### config.mk
export PLATFORM = sky130hd
export DESIGN_NAME = srs_cell
export DESIGN_NICKNAME = d
export VERILOG_FILES = /design/src/design/srs_pkg.sv /design/src/design/srs_cell.sv
export SDC_FILE = /design/constraint.sdc
export NUM_CORES = 1
export LEC_CHECK = 0
export ABC_AREA = 0
export BUFFER_PORTS_ARGS = -buffer_cell sky130_fd_sc_hd__buf_2
export CORE_AREA = 2 2 120 122
export CTS_CLUSTER_DIAMETER = 80
export DETAILED_ROUTE_END_ITERATION = 6
export DIE_AREA = 0 0 122 124
export PLACE_DENSITY = 0.78
export SYNTH_ARGS = -nofsm -noshare
export SYNTH_HDL_FRONTEND = slang
export SYNTH_SLANG_ARGS = --single-unit
### constraint.sdc
create_clock -name clk_i -period 6.5 [get_ports clk_i]
set_input_delay 0.975 -clock clk_i [delete_from_list [all_inputs] [get_ports clk_i]]
set_output_delay 0.975 -clock clk_i [all_outputs]
set_load 0.02 [all_outputs]
### src/design/srs_pkg.sv
// Shared types and constants for the stable record sorter.
// Holds the transaction payload structs, the per-cell record type and the state enum.
// No dependencies.
package srs_pkg;

  // Field widths fixed by the record format.
  localparam int unsigned KeyBits = 64;
  localparam int unsigned IdBits  = 10;

  // Default capacity of the insertion chain.
  localparam int unsigned MaxRecordsDefault = 64;

  // Input transaction payload.
  typedef struct packed {
    logic [KeyBits-1:0] sort_key;
    logic [IdBits-1:0]  record_id;
    logic               last_record;
  } in_t;

  // Output transaction payload.
  typedef struct packed {
    logic [KeyBits-1:0] sorted_key;
    logic [IdBits-1:0]  sorted_id;
    logic               last_out;
    logic               overflowed;
  } out_t;

  // Contents of one sorting cell.
  typedef struct packed {
    logic               vld;
    logic [KeyBits-1:0] key;
    logic [IdBits-1:0]  id;
  } cell_rec_t;

  // Control phases of the sorter.
  typedef enum logic [0:0] {
    StLoad,
    StDrain
  } state_e;

endpackage

### src/design/srs_cell.sv
// One insertion cell of the sorting chain.
// Holds one record; depends on srs_pkg for the record type.
module srs_cell (
  input  logic              clk_i,
  input  logic              rst_ni,
  input  srs_pkg::cell_rec_t new_i,
  input  logic              ins_i,
  input  logic              shl_i,
  input  srs_pkg::cell_rec_t left_rec_i,
  input  logic              left_gt_i,
  input  srs_pkg::cell_rec_t right_rec_i,
  output srs_pkg::cell_rec_t rec_o,
  output logic              gt_o
);

  srs_pkg::cell_rec_t rec_q, rec_d;
  logic                        vld_q;
  logic [srs_pkg::KeyBits-1:0] key_q;
  logic [srs_pkg::IdBits-1:0]  id_q;

  assign rec_q = {vld_q, key_q, id_q};

  // An empty cell acts as an infinite key, so new records land in the first free cell.
  // Equal keys do not count as greater, which keeps load order among equal keys.
  assign gt_o = !rec_q.vld || (new_i.key < rec_q.key);

  // Insertion moves this cell's record one place right when the new key is smaller;
  // draining moves every record one place left.
  always_comb begin
    rec_d = rec_q;
    if (shl_i) begin
      rec_d = right_rec_i;
    end else if (ins_i && gt_o) begin
      if (left_gt_i) begin
        rec_d = left_rec_i;
      end else begin
        rec_d = new_i;
      end
    end
  end

  // The occupancy flag is control state and is cleared by reset.
  always_ff @(posedge clk_i or negedge rst_ni) begin
    if (!rst_ni) begin
      vld_q <= 1'b0;
    end else begin
      vld_q <= rec_d.vld;
    end
  end

  // Key and id are payload and need no reset.
  always_ff @(posedge clk_i) begin
    key_q <= rec_d.key;
    id_q  <= rec_d.id;
  end

  assign rec_o = rec_q;

endmodule

==> results.sh, run 1 <==
export IMPL_status="finished clean"
export IMPL_gr_usage_met1_pct=22.05
export IMPL_fmax_ghz=0.2383
export IMPL_grt_overflow_total=0
export IMPL_drive_above_1_share_pct=38.08
export IMPL_grt_max_degree=78
export IMPL_portBuffers=305
export IMPL_cpMostUsedCell="buf_2"
export IMPL_insertion_delay_ps=340
export IMPL_die_x_um=122
export IMPL_r2r_end="key_q[46]$_DFFE_PP_"
export IMPL_gp_congestion=0.8146
export IMPL_drt_wirelength_per_cell_um=15.11
export IMPL_rr_worst_depth=10
export IMPL_cts_tree="done"
export IMPL_multi_input_area_sq_um=2813
export IMPL_synth_lib_cells_used_distinct=36
export IMPL_synth_area_top_cells="edfxtp_1, ha_1, mux2i_1"
export IMPL_syn2layout_area_growth_pct=36.27
export IMPL_tns_ps=0
export IMPL_yosysSeqAreaShare_pct=41.59
export IMPL_hold_viol_final=0
export IMPL_final_max_slew_violation_count=0
export IMPL_cts_max_path_buffers=2
export IMPL_worst_ep_required_time_ps=5520
export IMPL_start_util_pct=39.38
export IMPL_nets=1145
export IMPL_crit_arrival_ps=3220
export IMPL_coreArea_sq_um=13720
export IMPL_busiest_layer="met2"
export IMPL_fill_cells=1292
export IMPL_crit_path_max_fanout=3
export IMPL_syn_avg_cell_area_sq_um=9.665
export IMPL_peakVddDrop_uv=94.08
export IMPL_die_area_sq_um=15130
export IMPL_setup_viol=0
export IMPL_timing_rr_start="key_q[60]$_DFFE_PP_"
export IMPL_start_kind="input port"
export IMPL_post_drt_via_cell_ratio=4.941
export IMPL_p_per_area_nw_per_um2=220.5
export IMPL_synth_top_flop_cell="edfxtp_1"
export IMPL_antennaDiodeCount=0
export IMPL_grtUsageMet3_pct=5.266
export IMPL_critical_path_max_stage_delay_ps=700
export IMPL_core_rowCount=43
export IMPL_syn_inst=559
export IMPL_htree_num_levels=3
export IMPL_relSlewSlack_pct=34.32
export IMPL_drcViolationCount=0
export IMPL_r2r_setup_slack_ps=3110
export IMPL_path_clk_slew_ps=50
export IMPL_synth_top_area_share_pct=41.13
export IMPL_syn_num_nets=852
export IMPL_cts_buffers_inserted=9
export IMPL_min_period_ps=4197
export IMPL_holdCritPathClass="in2async"
export IMPL_hpwlAfterDp_mm=12.65
export IMPL_drt_iter0_drc=283
export IMPL_crit_chain="buf_2 -> ha_1 -> nand4_1 -> nor4_1 -> nand3_1 -> o41ai_2 -> nand2_1 -> buf_2"
export IMPL_root_buffer="clkbuf_16"
export IMPL_yosys_warnings=0
export IMPL_rsz0062_at_grt="false"
export IMPL_io_pins=306
export IMPL_async_flop_share_pct=1.333
export IMPL_clkSinkCount=75
export IMPL_grt_first_pass_wirelength_mm=22.91
export IMPL_drt_total_wl_mm=15.65
export IMPL_firstDrtPassIters=6
export IMPL_ant_nets=0
export IMPL_synth_edff_count=74
export IMPL_synthesis_area_sq_um=5403
export IMPL_hold_buffers=0
export IMPL_cpMaxStageDelayCell="o41ai_2"
export IMPL_power_leakage_uw=0.003834
export IMPL_tightest_slew_ps=985.2
export IMPL_ctsResizeCount=0
export IMPL_final_seq_area_sq_um=2247
export IMPL_critPathKind="in2out"
export IMPL_die_h_um=124
export IMPL_grt_pass1_vias=4810
export IMPL_min_period_over_period_pct=64.57
export IMPL_vias=5119
export IMPL_use_met2_pct=36.66
export IMPL_post_cts_buffers=0
export IMPL_grtUsageTotal_pct=19.88
export IMPL_fin_area_sq_um=7362
export IMPL_post_dp_cell_area_sq_um=7087
export IMPL_cp_end_kind="output port"
export IMPL_yosys_area_top_type="edfxtp_1"
export IMPL_antenna_found_initial=3
export IMPL_skew_ps=7.450
export IMPL_cap_viol_max_count=0
export IMPL_yosys_register_bits=75
-- layout by cell type, fill, tap and decap left out, drive strengths merged, types with 2 or more instances in the layout --
master	synthesis	final
clkbuf	17	11
buf	9	308
a21oi	26	26
edfxtp	74	74
a21o	2	2
nand2	90	90
a31oi	2	2
nand4	11	11
a211oi	4	4
inv	66	66
nor2	8	8
nor3	3	3
clkinv	0	3
mux2i	75	75
o31ai	2	2
nor4	2	2
nand2b	3	3
o21ai	87	87
nand3	5	5
ha	63	63
-- per-stage QoR --
step	hold WS (ps)	utilization (%)	setup slack (ps)	total power, uW	cells
floorplan	679.4	-	1438	955.7	559
global placement	752.2	51.66	2280	1145	1021
detailed placement	751.1	51.66	2203	1159	1021
CTS	388.6	53.66	2194	1643	1036
global route	389.6	53.66	2111	1720	1036
finish	403.8	53.66	2303	1624	1036
-- state kept, by name (all words and copies together), names as in the netlist --
name and count:
vld_q 1, id_q 10, key_q 64
-- cells in the mapped netlist (all sizes together), types with 3 or more instances --
master	n
edfxtp	74
nand2	90
a21oi	26
nand2b	3
a211oi	4
buf	9
nand3	5
nand4	11
nor2	8
mux2i	75
clkbuf	17
nor3	3
inv	66
ha	63
o21ai	87
-- power by group --
part	total (uW)	internal, uW	switching [uW]
Combinational	502	199	303
Sequential	643	615	28.2
Clock	478	292	186
-- routing by layer --
metal | wire (um) | vias to the layer above
li1 | - | 2591
met1 | 6063 | 2284
met2 | 8034 | 219
met3 | 1335 | 19
met4 | 176 | 6
met5 | 41 | -
-- logic make-up (layout without fill, tap and decap cells) --
kind of cell	after synthesis	after routing	synth area share [%]
AO/OA/AOI/OAI	131	131	13.62
adder cells (fa/ha/maj)	63	63	14.59
buffers and inverters	92	389	6.623
flip-flops	75	75	41.59
multiplexers	75	75	13.90
AND/OR/NAND/NOR	123	123	9.680
-- worst max-delay path by stage --
stage                         start           endpoint  slack [ps]  cells past startpoint
after floorplan           new_i[69]  id_q[0]$_DFFE_PP_        1440                      8
after global placement    new_i[65]               gt_o        2280                      8
after detailed placement  new_i[65]               gt_o        2200                      8
after CTS                 new_i[65]               gt_o        2190                      8
after global routing      new_i[65]               gt_o        2110                      8
final                     new_i[65]               gt_o        2300                      8
-- critical path, delay by kind of cell --
kind / cells / cell delay [ps]
buffers and inverters: 2 / 290
AO/OA/AOI/OAI: 1 / 700
AND/OR/NAND/NOR: 4 / 930
adder cells (fa/ha/maj): 1 / 310
-- layout make-up --
| cell class | count | share of cell area (%) |
|---|---|---|
| Clock buffer | 11 | 3.161 |
| Clock inverter | 4 | 0.5778 |
| Inverter | 66 | 3.365 |
| Multi-Input combinational cell | 392 | 38.21 |
| Sequential cell | 75 | 30.52 |
| Tap cell | 180 | 3.059 |
| Timing Repair Buffer | 308 | 21.11 |
Power figures use the tool's default switching activity.
==> run 2, diff against run 1 <==
- ABC_AREA: 0 -> 1
- clock period: 6.5 -> 4.3 ns (I/O delays scaled with it)
==> run 2 against run 1 <==
  * Total power up 41%
  * Largest cell class unchanged
  * Clock power rose by 39%
  * Sequential share of layout area is 0.21 points higher
  * Die area is the same
  * Cell count grew 11%
==> results.sh, run 2 <==
export IMPL_status="finished clean"
export IMPL_die_h_um=124
export IMPL_clkSinkCount=75
export IMPL_insertion_delay_ps=330
export IMPL_cts_tree="done"
export IMPL_yosys_area_top_type="edfxtp_1"
export IMPL_vias=5680
export IMPL_min_period_over_period_pct=64.90
export IMPL_path_clk_slew_ps=50
export IMPL_drt_iter0_drc=217
export IMPL_peakVddDrop_uv=157.4
export IMPL_hold_buffers=0
export IMPL_drive_above_1_share_pct=34.26
export IMPL_skew_ps=8.536
export IMPL_core_rowCount=43
export IMPL_worst_ep_required_time_ps=3650
export IMPL_cp_num_cells=14
export IMPL_synth_area_top_cells="edfxtp_1, a21oi_1, ha_1"
export IMPL_ant_nets=0
export IMPL_die_x_um=122
export IMPL_synth_top_area_share_pct=41.26
export IMPL_antenna_found_initial=0
export IMPL_cts_buffers_inserted=9
export IMPL_final_max_slew_violation_count=0
export IMPL_ctsResizeCount=0
export IMPL_grt_overflow_total=0
export IMPL_tns_ps=0
export IMPL_cpMaxStageDelayCell="ha_1"
export IMPL_p_per_area_nw_per_um2=312.5
export IMPL_regMostFlops="key_q"
export IMPL_syn_avg_cell_area_sq_um=7.931
export IMPL_path_buf_inv=3
export IMPL_synthTopCellsByCount="a21oi_1, nand2_1, nor2_1, inv_1, edfxtp_1"
export IMPL_rsz0062_at_grt="false"
export IMPL_synth_lib_cells_used_distinct=24
export IMPL_syn_inst=679
export IMPL_die_area_sq_um=15130
export IMPL_rr_worst_depth=16
export IMPL_post_cts_buffers=0
export IMPL_synthesis_area_sq_um=5385
export IMPL_r2r_setup_slack_ps=1610
export IMPL_yosys_register_bits=75
export IMPL_crit_path_max_fanout=2
export IMPL_grtUsageTotal_pct=21.90
export IMPL_drt_total_wl_mm=17.00
export IMPL_root_buffer="clkbuf_16"
export IMPL_hold_slack_ps=85.15
export IMPL_holdCritPathClass="in2async"
export IMPL_fill_cells=1299
export IMPL_grt_first_pass_wirelength_mm=25.62
export IMPL_min_period_ps=2791
export IMPL_largest_reg_flops=64
export IMPL_syn_num_nets=972
export IMPL_tightest_slew_ps=1114
export IMPL_cpMostUsedCell="nand2_1"
export IMPL_largest_registers="key_q x64, id_q x10, vld_q x1"
export IMPL_synth_edff_count=74
export IMPL_async_flop_share_pct=1.333
export IMPL_critical_path_max_stage_delay_ps=280
export IMPL_yosys_warnings=0
export IMPL_antennaDiodeCount=0
export IMPL_fmax_ghz=0.3583
export IMPL_relSlewSlack_pct=25.60
export IMPL_syn2layout_area_growth_pct=35.78
export IMPL_start_kind="input port"
export IMPL_crit_chain="buf_2 -> ha_1 -> nand2_1 -> inv_1 -> nand3_1 -> nor3_1 -> nand2_1 -> nand2_1 -> nand2_1 -> nand2_1 -> nand2_1 -> nand2_1 -> nand2_2 -> buf_2"
export IMPL_final_cell_mix="buf_2, a21oi_1, nand2_1"
export IMPL_synth_top_flop_cell="edfxtp_1"
export IMPL_coreArea_sq_um=13720
export IMPL_hold_viol_final=0
export IMPL_cp_end_kind="output port"
export IMPL_htree_num_levels=3
export IMPL_grt_max_degree=76
export IMPL_portBuffers=305
export IMPL_power_leakage_uw=0.003821
export IMPL_start_util_pct=39.25
export IMPL_cts_max_path_buffers=2
export IMPL_cap_viol_max_count=0
export IMPL_yosysSeqAreaShare_pct=41.73
export IMPL_crit_family="simple AND/OR/NAND/NOR gates"
export IMPL_gp_congestion=0.8959
export IMPL_yosysMostFrequentCell="a21oi_1"
export IMPL_nets=1261
export IMPL_critPathKind="in2out"
export IMPL_drt_wirelength_per_cell_um=14.75
export IMPL_firstDrtPassIters=4
export IMPL_post_drt_via_cell_ratio=4.931
export IMPL_io_pins=306
export IMPL_grt_pass1_vias=5338
export IMPL_drcViolationCount=0
export IMPL_hpwlAfterDp_mm=13.32
export IMPL_setup_viol=0
export IMPL_layout_commonest_cell="buf_2"
export IMPL_crit_arrival_ps=2150
-- run 2: cells by family after synthesis --
| group | synth area share [%] |
|---|---|
| simple gates | 18.05 |
| buf+inv | 7.946 |
| flops | 41.73 |
| compound gates | 17.63 |
| fa+ha+maj | 14.64 |
-- run 2: layer usage --
layer  share of wire (%)  up-vias  GRT usage (%)
met2                  49      265          39.56
li1                    -     2883              -
met5                   0        -              0
met3                 9.4       26          6.044
met1                  39     2506          24.27
met4                 2.8        0          9.052
-- run 2: final timing paths --
| path | from | to |
|---|---|---|
| max | new_i[25] | gt_o |
| min | rst_ni | vld_q$_DFFE_PN0P_ |
| max reg2reg | key_q[15]$_DFFE_PP_ | key_q[63]$_DFFE_PP_ |
| min reg2reg | vld_q$_DFFE_PN0P_ | vld_q$_DFFE_PN0P_ |
| max in group asynchronous | rst_ni | vld_q$_DFFE_PN0P_ |
| min in group clk_i | right_rec_i[16] | key_q[6]$_DFFE_PP_ |
-- run 2: final cells by class --
cell class	instances	area, sq um	share of cell area [%]
multi-input combinational	494	2715	37.13
sequential	75	2247	30.73
timing repair buffer	311	1584	21.66
inverter	77	289.0	3.953
clock buffer	11	232.7	3.183
tap	180	225.2	3.080
clock inverter	4	18.77	0.2567
-- run 2: per-stage QoR --
step	instances	area, sq um	utilization, %	total power (uW)	worst slack, ps
final	1152	7312	53.30	2285	1509
after CTS	1152	7312	53.30	2311	1453
after global routing	1152	7312	53.30	2425	1297
after detailed placement	1137	7061	51.46	1640	1130
after global placement	1137	7061	51.46	1624	1172
after floorplan	679	5385	-	1354	1243
-- run 2: where the power goes --
group / switching (uW) / leakage (uW) / internal [uW]
sequential: 36.5 / 0.000751 / 904
combinational: 417 / 0.00294 / 265
clock: 280 / 0.000127 / 382
total: 733 / 0.00382 / 1550
